### src/sv/srsp_pkg.sv
// Shared types, codes and character tables for the status record stream parser.
// No dependencies; imported by every module of the block except srsp_fifo.
`timescale 1ns / 1ps
`default_nettype none
package srsp_pkg;

	localparam int DEF_COUNT_WIDTH = 32;
	localparam int DEF_QUEUE_DEPTH = 4;

	// parse phases
	localparam logic [3:0] PH_START        = 4'd0;
	localparam logic [3:0] PH_HDR_PREFIX   = 4'd1;
	localparam logic [3:0] PH_HDR_OTHER    = 4'd2;
	localparam logic [3:0] PH_HDR_WORD     = 4'd3;
	localparam logic [3:0] PH_HDR_UPSTREAM = 4'd4;
	localparam logic [3:0] PH_AB_AHEAD     = 4'd5;
	localparam logic [3:0] PH_AB_DASH      = 4'd6;
	localparam logic [3:0] PH_AB_BEHIND    = 4'd7;
	localparam logic [3:0] PH_FILE_SECOND  = 4'd8;
	localparam logic [3:0] PH_FILE_FIELDS  = 4'd9;
	localparam logic [3:0] PH_SKIP         = 4'd10;
	localparam logic [3:0] PH_RENAME_SRC   = 4'd11;
	localparam logic [3:0] PH_HALT         = 4'd12;

	// record kinds
	localparam logic [2:0] K_NONE = 3'd0;
	localparam logic [2:0] K_ORD  = 3'd1;
	localparam logic [2:0] K_REN  = 3'd2;
	localparam logic [2:0] K_UNM  = 3'd3;
	localparam logic [2:0] K_UNTR = 3'd4;
	localparam logic [2:0] K_HDR  = 3'd5;
	localparam logic [2:0] K_IGN  = 3'd6;

	// error codes
	localparam logic [2:0] ERR_NONE       = 3'd0;
	localparam logic [2:0] ERR_NO_TERM    = 3'd1;
	localparam logic [2:0] ERR_BAD_RECORD = 3'd2;
	localparam logic [2:0] ERR_BAD_HEADER = 3'd3;
	localparam logic [2:0] ERR_NO_SOURCE  = 3'd4;

	// register indexes
	localparam logic [0:0] REG_MAX_RETAINED = 1'd0;
	localparam logic [31:0] MAX_RETAINED_RESET = 32'd1024;

	localparam logic [7:0] CH_HASH  = 8'h23;
	localparam logic [7:0] CH_ONE   = 8'h31;
	localparam logic [7:0] CH_TWO   = 8'h32;
	localparam logic [7:0] CH_U     = 8'h75;
	localparam logic [7:0] CH_QUEST = 8'h3f;
	localparam logic [7:0] CH_BANG  = 8'h21;
	localparam logic [7:0] CH_SPACE = 8'h20;
	localparam logic [7:0] CH_DASH  = 8'h2d;
	localparam logic [7:0] CH_DOT   = 8'h2e;
	localparam logic [7:0] CH_ZERO  = 8'h30;

	localparam logic [143:0] PFX_OID      = "# branch.oid ";
	localparam logic [143:0] PFX_HEAD     = "# branch.head ";
	localparam logic [143:0] PFX_UPSTREAM = "# branch.upstream ";
	localparam logic [143:0] PFX_AB       = "# branch.ab +";
	localparam logic [79:0]  WORD_INITIAL  = "(initial)";
	localparam logic [79:0]  WORD_DETACHED = "(detached)";

	typedef struct packed {
		logic [7:0] data_byte;
		logic       end_of_output;
	} item_t;

	typedef struct packed {
		logic [2:0]  error_code;
		logic [31:0] staged_count;
		logic [31:0] modified_count;
		logic [31:0] conflicted_count;
		logic [31:0] untracked_count;
		logic [63:0] ahead;
		logic [63:0] behind;
		logic        unborn;
		logic        detached;
		logic [31:0] retained_count;
		logic        files_truncated;
	} result_t;

	// classified byte handed from front to back
	typedef struct packed {
		logic [7:0] data_byte;
		logic       eos;
		logic       is_nul;
		logic       is_digit;
		logic       is_space;
		logic [3:0] digit;
	} entry_t;

	function automatic logic [4:0] prefix_len(input logic [1:0] sel);
		logic [4:0] len;
		case (sel)
			2'd0: len = 5'd13;
			2'd1: len = 5'd14;
			2'd2: len = 5'd18;
			default: len = 5'd13;
		endcase
		return len;
	endfunction

	// character pos of header prefix sel; pos must be below its length
	function automatic logic [7:0] prefix_char(input logic [1:0] sel, input logic [4:0] pos);
		logic [143:0] vec;
		logic [4:0]   idx;
		case (sel)
			2'd0: vec = PFX_OID;
			2'd1: vec = PFX_HEAD;
			2'd2: vec = PFX_UPSTREAM;
			default: vec = PFX_AB;
		endcase
		idx = prefix_len(sel) - 5'd1 - pos;
		return vec[8*idx +: 8];
	endfunction

	// character pos of the initial (sel=1) or detached (sel=0) word
	function automatic logic [7:0] word_char(input logic sel, input logic [3:0] pos);
		logic [3:0] idx;
		logic [7:0] ch;
		if (sel) begin
			idx = 4'd8 - pos;
			ch = WORD_INITIAL[8*idx +: 8];
		end else begin
			idx = 4'd9 - pos;
			ch = WORD_DETACHED[8*idx +: 8];
		end
		return ch;
	endfunction

endpackage
`default_nettype wire

### src/sv/status_record_stream_parser.sv
// Status record stream parser, top level: front queue, back parser, register port.
// Throughput: one byte per cycle; full rises only once the four-entry front queue fills
// behind an end-of-stream entry that waits for the previous summary to be popped.
// An end-of-stream item passes through the front queue; its summary is registered when
// the back end takes it. Reset (arst_n low, asynchronous) clears all counters, flags and
// queues; max_retained_files returns to 1024. Depends on srsp_pkg, srsp_front, srsp_back.
`timescale 1ns / 1ps
`default_nettype none
module status_record_stream_parser #(
	parameter int COUNT_WIDTH = srsp_pkg::DEF_COUNT_WIDTH,
	parameter int QUEUE_DEPTH = srsp_pkg::DEF_QUEUE_DEPTH
) (
	input  wire logic              clk,
	input  wire logic              arst_n,
	input  wire logic              push,
	input  wire srsp_pkg::item_t   item,
	output logic                   full,
	output srsp_pkg::result_t      result,
	output logic                   empty,
	input  wire logic              pop,
	input  wire logic              psel,
	input  wire logic              penable,
	input  wire logic              pwrite,
	input  wire logic [1:0]        paddr,
	input  wire logic [31:0]       pwdata,
	output logic [31:0]            prdata,
	output logic                   pready
);
	import srsp_pkg::*;

	entry_t      entry;
	logic        entry_empty, take;
	logic [31:0] max_ret_q;

	assign pready = 1'b1;
	assign prdata = max_ret_q;

	// register write transfer; the single register decodes at index zero
	always_ff @(posedge clk or negedge arst_n) begin
		if (!arst_n) begin
			max_ret_q <= MAX_RETAINED_RESET;
		end else if (psel && penable && pwrite && pready
			&& paddr[1:1] == REG_MAX_RETAINED) begin
			max_ret_q <= pwdata;
		end
	end

	srsp_front #(
		.QUEUE_DEPTH(QUEUE_DEPTH)
	) u_front (
		.clk        (clk),
		.arst_n     (arst_n),
		.push       (push),
		.item       (item),
		.full       (full),
		.take       (take),
		.entry      (entry),
		.entry_empty(entry_empty)
	);

	srsp_back #(
		.COUNT_WIDTH(COUNT_WIDTH)
	) u_back (
		.clk         (clk),
		.arst_n      (arst_n),
		.entry       (entry),
		.entry_empty (entry_empty),
		.take        (take),
		.max_retained(max_ret_q),
		.result      (result),
		.empty       (empty),
		.pop         (pop)
	);
endmodule
`default_nettype wire

### src/sv/srsp_fifo.sv
// Small register queue between the front and back of the parser.
// No package dependency; generic width and depth.
`timescale 1ns / 1ps
`default_nettype none
module srsp_fifo #(
	parameter int WIDTH = 8,
	parameter int DEPTH = 4
) (
	input  wire logic             clk,
	input  wire logic             arst_n,
	input  wire logic             wr_en,
	input  wire logic [WIDTH-1:0] wr_data,
	output logic                  full,
	input  wire logic             rd_en,
	output logic [WIDTH-1:0]      rd_data,
	output logic                  empty
);
	localparam int AW = (DEPTH > 1) ? $clog2(DEPTH) : 1;
	localparam int CW = $clog2(DEPTH + 1);

	logic [WIDTH-1:0] mem_q [DEPTH];
	logic [AW-1:0]    wptr_q, rptr_q;
	logic [CW-1:0]    count_q;
	logic             do_wr, do_rd;

	assign full    = (count_q == CW'(DEPTH));
	assign empty   = (count_q == '0);
	assign do_wr   = wr_en && !full;
	assign do_rd   = rd_en && !empty;
	assign rd_data = mem_q[rptr_q];

	// store incoming transfer
	always_ff @(posedge clk) begin
		if (do_wr) begin
			mem_q[wptr_q] <= wr_data;
		end
	end

	// advance pointers and fill level
	always_ff @(posedge clk or negedge arst_n) begin
		if (!arst_n) begin
			wptr_q  <= '0;
			rptr_q  <= '0;
			count_q <= '0;
		end else begin
			if (do_wr) begin
				wptr_q <= (wptr_q == AW'(DEPTH - 1)) ? '0 : wptr_q + AW'(1);
			end
			if (do_rd) begin
				rptr_q <= (rptr_q == AW'(DEPTH - 1)) ? '0 : rptr_q + AW'(1);
			end
			if (do_wr && !do_rd) begin
				count_q <= count_q + CW'(1);
			end else if (do_rd && !do_wr) begin
				count_q <= count_q - CW'(1);
			end
		end
	end
endmodule
`default_nettype wire

### src/sv/srsp_front.sv
// Front end: accepts stream bytes, classifies them and queues them for the back end.
// Depends on srsp_pkg and srsp_fifo.
`timescale 1ns / 1ps
`default_nettype none
module srsp_front #(
	parameter int QUEUE_DEPTH = srsp_pkg::DEF_QUEUE_DEPTH
) (
	input  wire logic            clk,
	input  wire logic            arst_n,
	input  wire logic            push,
	input  wire srsp_pkg::item_t item,
	output logic                 full,
	input  wire logic            take,
	output srsp_pkg::entry_t     entry,
	output logic                 entry_empty
);
	import srsp_pkg::*;

	entry_t cls;

	// classify the byte
	always_comb begin
		cls.data_byte = item.data_byte;
		cls.eos       = item.end_of_output;
		cls.is_nul    = (item.data_byte == 8'd0);
		cls.is_digit  = (item.data_byte >= CH_ZERO) && (item.data_byte <= 8'h39);
		cls.is_space  = (item.data_byte == CH_SPACE);
		cls.digit     = 4'(item.data_byte - CH_ZERO);
	end

	srsp_fifo #(
		.WIDTH($bits(entry_t)),
		.DEPTH(QUEUE_DEPTH)
	) u_queue (
		.clk    (clk),
		.arst_n (arst_n),
		.wr_en  (push),
		.wr_data(cls),
		.full   (full),
		.rd_en  (take),
		.rd_data(entry),
		.empty  (entry_empty)
	);
endmodule
`default_nettype wire

### src/sv/srsp_back.sv
// Back end: record parser state machine, counters and the summary output register.
// Depends on srsp_pkg.
`timescale 1ns / 1ps
`default_nettype none
module srsp_back #(
	parameter int COUNT_WIDTH = srsp_pkg::DEF_COUNT_WIDTH
) (
	input  wire logic             clk,
	input  wire logic             arst_n,
	input  wire srsp_pkg::entry_t entry,
	input  wire logic             entry_empty,
	output logic                  take,
	input  wire logic [31:0]      max_retained,
	output srsp_pkg::result_t     result,
	output logic                  empty,
	input  wire logic             pop
);
	import srsp_pkg::*;

	logic [3:0]  phase_q, phase_d;
	logic [2:0]  kind_q, kind_d;
	logic [3:0]  fidx_q, fidx_d;
	logic [7:0]  flen_q, flen_d;
	logic [4:0]  mpos_q, mpos_d;
	logic [3:0]  cand_q, cand_d;
	logic        vmf_q, vmf_d;
	logic [15:0] stat_q, stat_d;
	logic [63:0] acc_q, acc_d;
	logic        pend_q, pend_d;
	logic [2:0]  err_q, err_d;
	logic [COUNT_WIDTH-1:0] staged_q, staged_d, mod_q, mod_d;
	logic [COUNT_WIDTH-1:0] conf_q, conf_d, untr_q, untr_d;
	logic [63:0] ahead_q, ahead_d, behind_q, behind_d;
	logic [31:0] ret_q, ret_d;
	logic        unborn_q, unborn_d, det_q, det_d, trunc_q, trunc_d;
	logic        out_valid_q;
	result_t     result_q, summary;
	logic [2:0]  sum_err;

	logic        do_clr, to_rename, do_retain, ovf, emit;
	logic [67:0] prod;
	logic [7:0]  b;
	logic [3:0]  need, cand_m;
	logic [4:0]  mpos_n;
	logic        word_ok;

	assign b      = entry.data_byte;
	assign emit   = take && entry.eos;
	assign take   = !entry_empty && (!entry.eos || !out_valid_q || pop);
	assign empty  = !out_valid_q;
	assign result = result_q;

	// digit accumulate: acc*10 + d with carry-out as overflow
	assign prod = {1'b0, acc_q, 3'b000} + {3'b000, acc_q, 1'b0} + {64'd0, entry.digit};
	assign ovf  = |prod[67:64];
	assign need = (kind_q == K_ORD) ? 4'd7 : ((kind_q == K_REN) ? 4'd8 : 4'd9);
	assign mpos_n = mpos_q + 5'd1;

	// narrow the header prefix candidates by this byte
	always_comb begin
		for (int i = 0; i < 4; i++) begin
			cand_m[i] = cand_q[i] && (mpos_q < prefix_len(2'(i)))
				&& (b == prefix_char(2'(i), mpos_q));
		end
		if (cand_q[0]) begin
			word_ok = (flen_q < 8'd9) && (b == word_char(1'b1, flen_q[3:0]));
		end else begin
			word_ok = (flen_q < 8'd10) && (b == word_char(1'b0, flen_q[3:0]));
		end
	end

	// summary from the current stream state
	always_comb begin
		sum_err = err_q;
		if (err_q == ERR_NONE) begin
			if (phase_q == PH_RENAME_SRC) begin
				sum_err = ERR_NO_SOURCE;
			end else if (phase_q != PH_START) begin
				sum_err = ERR_NO_TERM;
			end
		end
		summary.error_code       = sum_err;
		summary.staged_count     = 32'(staged_q);
		summary.modified_count   = 32'(mod_q);
		summary.conflicted_count = 32'(conf_q);
		summary.untracked_count  = 32'(untr_q);
		summary.ahead            = (sum_err != ERR_NONE) ? 64'd0 : ahead_q;
		summary.behind           = (sum_err != ERR_NONE) ? 64'd0 : behind_q;
		summary.unborn           = unborn_q;
		summary.detached         = det_q;
		summary.retained_count   = ret_q;
		summary.files_truncated  = trunc_q;
	end

	// parse one byte
	always_comb begin
		phase_d = phase_q; kind_d = kind_q; fidx_d = fidx_q; flen_d = flen_q;
		mpos_d = mpos_q; cand_d = cand_q; vmf_d = vmf_q; stat_d = stat_q;
		acc_d = acc_q; pend_d = pend_q; err_d = err_q;
		staged_d = staged_q; mod_d = mod_q; conf_d = conf_q; untr_d = untr_q;
		ahead_d = ahead_q; behind_d = behind_q; ret_d = ret_q;
		unborn_d = unborn_q; det_d = det_q; trunc_d = trunc_q;
		do_clr = 1'b0; to_rename = 1'b0; do_retain = 1'b0;

		if (take && !entry.eos && phase_q != PH_HALT) begin
			if (entry.is_nul) begin
				// end of record
				case (phase_q)
					PH_START, PH_FILE_SECOND: begin
						err_d = ERR_BAD_RECORD; phase_d = PH_HALT;
					end
					PH_HDR_WORD: begin
						if (flen_q == 8'd0) begin
							err_d = ERR_BAD_HEADER; phase_d = PH_HALT;
						end else begin
							if (cand_q[0]) begin
								if (vmf_q && flen_q == 8'd9) unborn_d = 1'b1;
							end else begin
								if (vmf_q && flen_q == 8'd10) det_d = 1'b1;
							end
							do_clr = 1'b1;
						end
					end
					PH_HDR_UPSTREAM: begin
						if (flen_q == 8'd0) begin
							err_d = ERR_BAD_HEADER; phase_d = PH_HALT;
						end else begin
							do_clr = 1'b1;
						end
					end
					PH_AB_AHEAD, PH_AB_DASH: begin
						err_d = ERR_BAD_HEADER; phase_d = PH_HALT;
					end
					PH_AB_BEHIND: begin
						if (flen_q == 8'd0) begin
							err_d = ERR_BAD_HEADER; phase_d = PH_HALT;
						end else begin
							behind_d = acc_q;
							do_clr = 1'b1;
						end
					end
					PH_FILE_FIELDS: begin
						if (kind_q == K_UNTR) begin
							if (flen_q == 8'd0) begin
								err_d = ERR_BAD_RECORD; phase_d = PH_HALT;
							end else begin
								untr_d = untr_q + COUNT_WIDTH'(1);
								do_retain = 1'b1; do_clr = 1'b1;
							end
						end else if (fidx_q < need || flen_q == 8'd0) begin
							err_d = ERR_BAD_RECORD; phase_d = PH_HALT;
						end else if (kind_q == K_UNM) begin
							conf_d = conf_q + COUNT_WIDTH'(1);
							do_retain = 1'b1; do_clr = 1'b1;
						end else begin
							if (stat_q[7:0] != CH_DOT) staged_d = staged_q + COUNT_WIDTH'(1);
							if (stat_q[15:8] != CH_DOT) mod_d = mod_q + COUNT_WIDTH'(1);
							do_clr = 1'b1;
							if (kind_q == K_ORD) begin
								do_retain = 1'b1;
							end else begin
								to_rename = 1'b1;
							end
						end
					end
					PH_SKIP: begin
						if (pend_q) begin
							err_d = (kind_q == K_HDR) ? ERR_BAD_HEADER : ERR_BAD_RECORD;
							phase_d = PH_HALT;
						end else begin
							do_clr = 1'b1;
						end
					end
					PH_RENAME_SRC: begin
						if (flen_q == 8'd0) begin
							err_d = ERR_NO_SOURCE; phase_d = PH_HALT;
						end else begin
							do_retain = 1'b1; do_clr = 1'b1;
						end
					end
					default: do_clr = 1'b1;
				endcase
			end else begin
				// take a data byte
				case (phase_q)
					PH_START: begin
						if (b == CH_HASH) begin
							kind_d = K_HDR; cand_d = 4'hf; mpos_d = 5'd1;
							phase_d = PH_HDR_PREFIX;
						end else if (b == CH_ONE || b == CH_TWO || b == CH_U || b == CH_QUEST) begin
							kind_d = (b == CH_ONE) ? K_ORD : ((b == CH_TWO) ? K_REN :
								((b == CH_U) ? K_UNM : K_UNTR));
							phase_d = PH_FILE_SECOND;
						end else if (b == CH_BANG) begin
							kind_d = K_IGN; phase_d = PH_SKIP;
						end else begin
							kind_d = K_NONE; pend_d = 1'b1; phase_d = PH_SKIP;
						end
					end
					PH_HDR_PREFIX: begin
						cand_d = cand_m;
						mpos_d = mpos_n;
						if (cand_m == 4'd0) begin
							phase_d = PH_HDR_OTHER;
						end else if (cand_m[0] && prefix_len(2'd0) == mpos_n) begin
							cand_d = 4'b0001; flen_d = '0; acc_d = '0; vmf_d = 1'b1;
							phase_d = PH_HDR_WORD;
						end else if (cand_m[1] && prefix_len(2'd1) == mpos_n) begin
							cand_d = 4'b0010; flen_d = '0; acc_d = '0; vmf_d = 1'b1;
							phase_d = PH_HDR_WORD;
						end else if (cand_m[2] && prefix_len(2'd2) == mpos_n) begin
							cand_d = 4'b0100; flen_d = '0; acc_d = '0; vmf_d = 1'b1;
							phase_d = PH_HDR_UPSTREAM;
						end else if (cand_m[3] && prefix_len(2'd3) == mpos_n) begin
							cand_d = 4'b1000; flen_d = '0; acc_d = '0; vmf_d = 1'b1;
							phase_d = PH_AB_AHEAD;
						end
					end
					PH_HDR_WORD: begin
						if (!word_ok) vmf_d = 1'b0;
						if (flen_q != 8'hff) flen_d = flen_q + 8'd1;
					end
					PH_HDR_UPSTREAM, PH_RENAME_SRC: begin
						if (flen_q != 8'hff) flen_d = flen_q + 8'd1;
					end
					PH_AB_AHEAD: begin
						if (entry.is_digit) begin
							if (ovf) begin
								pend_d = 1'b1; phase_d = PH_SKIP;
							end else begin
								acc_d = prod[63:0];
								if (flen_q != 8'hff) flen_d = flen_q + 8'd1;
							end
						end else if (entry.is_space && flen_q != 8'd0) begin
							ahead_d = acc_q; phase_d = PH_AB_DASH;
						end else begin
							pend_d = 1'b1; phase_d = PH_SKIP;
						end
					end
					PH_AB_DASH: begin
						if (b == CH_DASH) begin
							acc_d = '0; flen_d = '0; phase_d = PH_AB_BEHIND;
						end else begin
							pend_d = 1'b1; phase_d = PH_SKIP;
						end
					end
					PH_AB_BEHIND: begin
						if (!entry.is_digit || ovf) begin
							pend_d = 1'b1; phase_d = PH_SKIP;
						end else begin
							acc_d = prod[63:0];
							if (flen_q != 8'hff) flen_d = flen_q + 8'd1;
						end
					end
					PH_FILE_SECOND: begin
						if (kind_q == K_UNTR && !entry.is_space) begin
							pend_d = 1'b1; phase_d = PH_SKIP;
						end else begin
							fidx_d = '0; flen_d = '0; phase_d = PH_FILE_FIELDS;
						end
					end
					PH_FILE_FIELDS: begin
						if (kind_q != K_UNTR && fidx_q < need && entry.is_space) begin
							if (flen_q == 8'd0 || (fidx_q == 4'd0 && flen_q != 8'd2)
								|| (fidx_q == 4'd1 && flen_q != 8'd4)) begin
								pend_d = 1'b1; phase_d = PH_SKIP;
							end else begin
								fidx_d = fidx_q + 4'd1; flen_d = '0;
							end
						end else begin
							if (kind_q != K_UNTR && fidx_q < need && fidx_q == 4'd0) begin
								if (flen_q == 8'd0) stat_d[7:0] = b;
								else if (flen_q == 8'd1) stat_d[15:8] = b;
							end
							if (flen_q != 8'hff) flen_d = flen_q + 8'd1;
						end
					end
					default: ;
				endcase
			end
		end

		// count a retained file
		if (do_retain) begin
			if (ret_q < max_retained) ret_d = ret_q + 32'd1;
			else trunc_d = 1'b1;
		end

		// drop per-record state
		if (do_clr || emit) begin
			phase_d = to_rename ? PH_RENAME_SRC : PH_START;
			kind_d = K_NONE; fidx_d = '0; flen_d = '0; mpos_d = '0; cand_d = 4'hf;
			vmf_d = 1'b0; stat_d = '0; acc_d = '0; pend_d = 1'b0;
		end

		// drop stream state after the summary
		if (emit) begin
			err_d = ERR_NONE; staged_d = '0; mod_d = '0; conf_d = '0; untr_d = '0;
			ahead_d = '0; behind_d = '0; ret_d = '0;
			unborn_d = 1'b0; det_d = 1'b0; trunc_d = 1'b0;
		end
	end

	// hold parser state
	always_ff @(posedge clk or negedge arst_n) begin
		if (!arst_n) begin
			phase_q <= PH_START; kind_q <= K_NONE; fidx_q <= '0; flen_q <= '0;
			mpos_q <= '0; cand_q <= 4'hf; vmf_q <= 1'b0; stat_q <= '0;
			acc_q <= '0; pend_q <= 1'b0; err_q <= ERR_NONE;
			staged_q <= '0; mod_q <= '0; conf_q <= '0; untr_q <= '0;
			ahead_q <= '0; behind_q <= '0; ret_q <= '0;
			unborn_q <= 1'b0; det_q <= 1'b0; trunc_q <= 1'b0;
			out_valid_q <= 1'b0;
		end else begin
			phase_q <= phase_d; kind_q <= kind_d; fidx_q <= fidx_d; flen_q <= flen_d;
			mpos_q <= mpos_d; cand_q <= cand_d; vmf_q <= vmf_d; stat_q <= stat_d;
			acc_q <= acc_d; pend_q <= pend_d; err_q <= err_d;
			staged_q <= staged_d; mod_q <= mod_d; conf_q <= conf_d; untr_q <= untr_d;
			ahead_q <= ahead_d; behind_q <= behind_d; ret_q <= ret_d;
			unborn_q <= unborn_d; det_q <= det_d; trunc_q <= trunc_d;
			if (emit) out_valid_q <= 1'b1;
			else if (pop) out_valid_q <= 1'b0;
		end
	end

	// load the summary register
	always_ff @(posedge clk) begin
		if (emit) result_q <= summary;
	end
endmodule
`default_nettype wire

### config.mk
export PLATFORM = sky130hd
export DESIGN_NAME = status_record_stream_parser
export DESIGN_NICKNAME = d
export VERILOG_FILES = /design/src/sv/srsp_pkg.sv /design/src/sv/status_record_stream_parser.sv /design/src/sv/srsp_fifo.sv /design/src/sv/srsp_front.sv /design/src/sv/srsp_back.sv
export SDC_FILE = /design/constraint.sdc
export NUM_CORES = 2
export LEC_CHECK = 0
export BUFFER_PORTS_ARGS = -buffer_cell sky130_fd_sc_hd__buf_2
export CELL_PAD_IN_SITES_DETAIL_PLACEMENT = 1
export CELL_PAD_IN_SITES_GLOBAL_PLACEMENT = 1
export CORE_UTILIZATION = 40
export CTS_BUF_LIST = sky130_fd_sc_hd__clkbuf_16
export CTS_CLUSTER_SIZE = 24
export DETAILED_ROUTE_END_ITERATION = 8
export PLACE_DENSITY = 0.65
export SYNTH_ARGS = -nofsm -noshare
export SYNTH_HDL_FRONTEND = slang
export SYNTH_HIERARCHICAL = 1
export SYNTH_SLANG_ARGS = --single-unit
### constraint.sdc
create_clock -name clk -period 22.2 [get_ports clk]
set_input_delay 1.11 -clock clk [delete_from_list [all_inputs] [get_ports clk]]
set_output_delay 1.11 -clock clk [all_outputs]
set_load 0.01 [all_outputs]
==> results.sh <==
export IMPL_rsz0062_at_grt="false"
export IMPL_synth_cell_types=97
export IMPL_max_freq_ghz=0.1500
export IMPL_syn_avg_cell_area_um2=10.83
export IMPL_avgRoutedWirePerCell_um=20.32
export IMPL_critPathMaxStageDelay_ns=0.81
export IMPL_post_cts_buffers=0
export IMPL_fin_crit_sh=0.3003
export IMPL_end_kind="register"
export IMPL_fp_row_count=115
export IMPL_grt_pass1_vias=30330
export IMPL_wl_um=109400
export IMPL_crit_start="u_back/mpos_q[1]"
export IMPL_max_slew_margin=0.1420
export IMPL_cts_buffer_depth=3
export IMPL_hold_viol=0
export IMPL_cts_hold_buf=0
export IMPL_final_nets=4270
export IMPL_ys_seq_area_frac=0.5456
export IMPL_vias_per_cell=5.480
export IMPL_gp_congestion=0.8452
export IMPL_ir_drop_mv=0.05717
export IMPL_cts_buffers=90
export IMPL_cts_htree_levels=3
export IMPL_period_needed_ns=6.667
export IMPL_cp_num_buf_inv=3
export IMPL_crit_arrival_ns=7.25
export IMPL_synth_edf_count=358
export IMPL_syn_num_nets=3955
export IMPL_grt_pass1_wl_um=174600
export IMPL_num_vias=29490
export IMPL_required_ns=22.78
export IMPL_die_area_um2=101500
export IMPL_cts_tree="yes"
export IMPL_ys_seq_elements=802
export IMPL_min_path_type="input pin to asynchronous set/reset pin"
export IMPL_ant_nets=0
export IMPL_drv_cap=0
export IMPL_post_route_cell_area_um2=45980
export IMPL_layout_setup_ws_ns=15.53
export IMPL_cp_top_family="simple AND/OR/NAND/NOR gates"
export IMPL_die_x_um=318.6
export IMPL_cts_clk_slew_worst_paths_ns=0.06
export IMPL_final_util=0.4652
export IMPL_diodes=0
export IMPL_cts_sinks=802
export IMPL_cp_cell_sequence="inv_1 > ha_1 > inv_1 > ha_1 > nand2b_1 > or2_0 > a211o_1 > a31o_1 > xnor2_1 > nand4_1 > nor4b_4 > a211oi_2 > a211o_1 > nor3_4 > buf_4 > a32o_1"
export IMPL_path_class="register to register"
export IMPL_synthCells=3701
export IMPL_dp_hpwl_um=75130
export IMPL_clkLatencyLatePin_ns=0.70
export IMPL_powerDensity_nw_per_um2=114.7
export IMPL_tns_ns=0
export IMPL_drt_iter0_markers=1610
export IMPL_grt_antenna_before_repair=2
export IMPL_die_h_um=318.6
export IMPL_portBuffers=376
export IMPL_postPlaceCellArea_um2=43060
export IMPL_setup_viol_count_final=0
export IMPL_slowest_stage="nor3_4"
export IMPL_synth_main_ff_cell="dfrtp_1"
export IMPL_worst_pin_slew_ns=1.281
export IMPL_syn_to_final_growth_pct=14.72
export IMPL_drive_above_1_share=0.1556
export IMPL_drc=0
export IMPL_synthArstFlopShare=0.5536
export IMPL_ctsResizeCount=0
export IMPL_root_buffer="clkbuf_16"
export IMPL_startpoint_type="register"
export IMPL_first_pass_iters=5
export IMPL_grt_max_degree=129
export IMPL_grt_total_usage=0.2145
export IMPL_boundaryPins=379
export IMPL_status="finished, final reports clean"
export IMPL_slew_viol_final=0
export IMPL_fin_skew_ns=0.05344
export IMPL_syn_area_um2=40080
export IMPL_core_um2=98850
export IMPL_overflow=0
export IMPL_ys_warn_count=6
export IMPL_preCtsSetupSlack_ns=15.59
export IMPL_p_leak_nw=20.23
export IMPL_r2r_start="u_back/mpos_q[1]"
export IMPL_crit_fanout=40
export IMPL_start_util=0.4055
==> cells in the mapped netlist, drive strengths merged, types with 21 or more instances <==
| master | number | area (um2) |
|---|---|---|
| a211oi | 21 | 172.7 |
| a21o | 49 | 367.9 |
| a21oi | 238 | 1191 |
| a22o | 60 | 525.5 |
| a31oi | 22 | 137.6 |
| and2 | 142 | 890.9 |
| and3 | 59 | 369.1 |
| buf | 43 | 276.5 |
| clkbuf | 139 | 521.8 |
| dfrtp | 439 | 10990 |
| edfxtp | 358 | 10750 |
| ha | 201 | 2515 |
| inv | 113 | 424.2 |
| mux2 | 40 | 570.5 |
| nand2 | 468 | 1757 |
| nand2b | 33 | 206.5 |
| nand3 | 119 | 605.6 |
| nand4 | 58 | 362.9 |
| nor2 | 246 | 930.9 |
| nor3 | 48 | 255.3 |
| o211ai | 23 | 172.7 |
| o21ai | 230 | 1151 |
| o31ai | 33 | 257.7 |
| or3 | 33 | 206.5 |
| or4 | 26 | 202.7 |
| xnor2 | 75 | 664.4 |
| xor2 | 126 | 1104 |
==> through the flow <==
stage                     hold slack [ns]  total power, W  std cells
after floorplan                    0.4249        0.003285       3701
after global placement             0.4423        0.003826       5211
after detailed placement           0.4410        0.003850       5211
after CTS                          0.3974        0.005343       5381
after global routing               0.4313        0.005558       5381
final                              0.4180        0.005276       5381
==> layout by cell type, fill, tap and decap left out, types with 33 or more instances in the layout <==
master and count:
o21ai_0 225, xor2_1 126, nand2_1 468, inv_1 139
nor2_1 245, a21oi_1 238, a22o_1 60, edfxtp_1 358
nand3_1 116, a21o_1 49, and2_1 141, ha_1 201
and3_1 57, buf_2 375, dfrtp_1 439, clkbuf_16 91
or3_1 33, nand2b_1 33, nor3_1 44, nand4_1 58
xnor2_1 74
==> report_power, final <==
group          internal [W]  switching [W]  leakage, nW
clock network      0.000832       0.000634         1.53
logic              0.000504        0.00119         9.08
registers           0.00195       0.000167         9.61
==> worst register-to-register path: stages, from the launching register on <==
cell and delay, ns:
dfrtp_1 0.58, inv_1 0.40, ha_1 0.68, inv_1 0.34, ha_1 0.67, nand2b_1 0.22
or2_0 0.25, a211o_1 0.26, a31o_1 0.23, xnor2_1 0.15, nand4_1 0.16, nor4b_4 0.41
a211oi_2 0.18, a211o_1 0.42, nor3_4 0.81, buf_4 0.58, a32o_1 0.27
==> cell type report <==
class	count	area [um2]
Fill cell	10820	52870
Sequential cell	802	21870
Multi-Input combinational cell	2603	17030
Clock buffer	91	2277
Timing Repair Buffer	405	2122
Tap cell	1287	1610
Clock inverter	79	644.4
Inverter	114	435.4
==> per-layer routing <==
layer	track usage	share of wire	vias up	routed length, um
met5	0	0.00016	-	17
met4	0.05132	0.021	2	2269
met3	0.03110	0.037	153	4015
li1	-	-	13950	-
met1	0.3005	0.47	14850	51740
met2	0.3497	0.47	533	51320
==> path summary, 6_finish.rpt <==
path                                 endpoint  slack, ns  cells past startpoint
max                          u_back/acc_q[10]      15.53                     16
max reg2reg                  u_back/acc_q[10]      15.53                     16
min                                 prdata[8]       0.42                      1
max in group asynchronous  u_back/ahead_q[29]      19.48                      3
min reg2reg                 u_back/result[34]       0.45                      0
min in group clk            u_back/result[34]       0.45                      0
==> state kept, by name (all words and copies together) (netlist names), 4 cells and up <==
register               flops
prdata                    32
u_back/acc_q              64
u_back/ahead_q            64
u_back/behind_q           64
u_back/cand_q              4
u_back/conf_q             32
u_back/fidx_q              4
u_back/flen_q              8
u_back/mod_q              32
u_back/mpos_q              5
u_back/phase_q             4
u_back/result            294
u_back/ret_q              32
u_back/staged_q           32
u_back/stat_q             16
u_back/untr_q             32
u_front/u_queue/mem_q     64
==> kinds of logic (layout without fill, tap and decap cells) <==
logic type / Yosys count / in the layout / synth area share
adder cells (fa/ha/maj): 204 / 204 / 0.06424
multiplexers: 69 / 69 / 0.02647
AO/OA/AOI/OAI: 815 / 815 / 0.1293
flip-flops: 802 / 802 / 0.5456
AND/OR/NAND/NOR: 1313 / 1313 / 0.1596
XOR/XNOR: 201 / 201 / 0.04411
other: 1 / 1 / 0.00009356
buffers and inverters: 296 / 689 / 0.03059
Power figures use the tool's default switching activity.
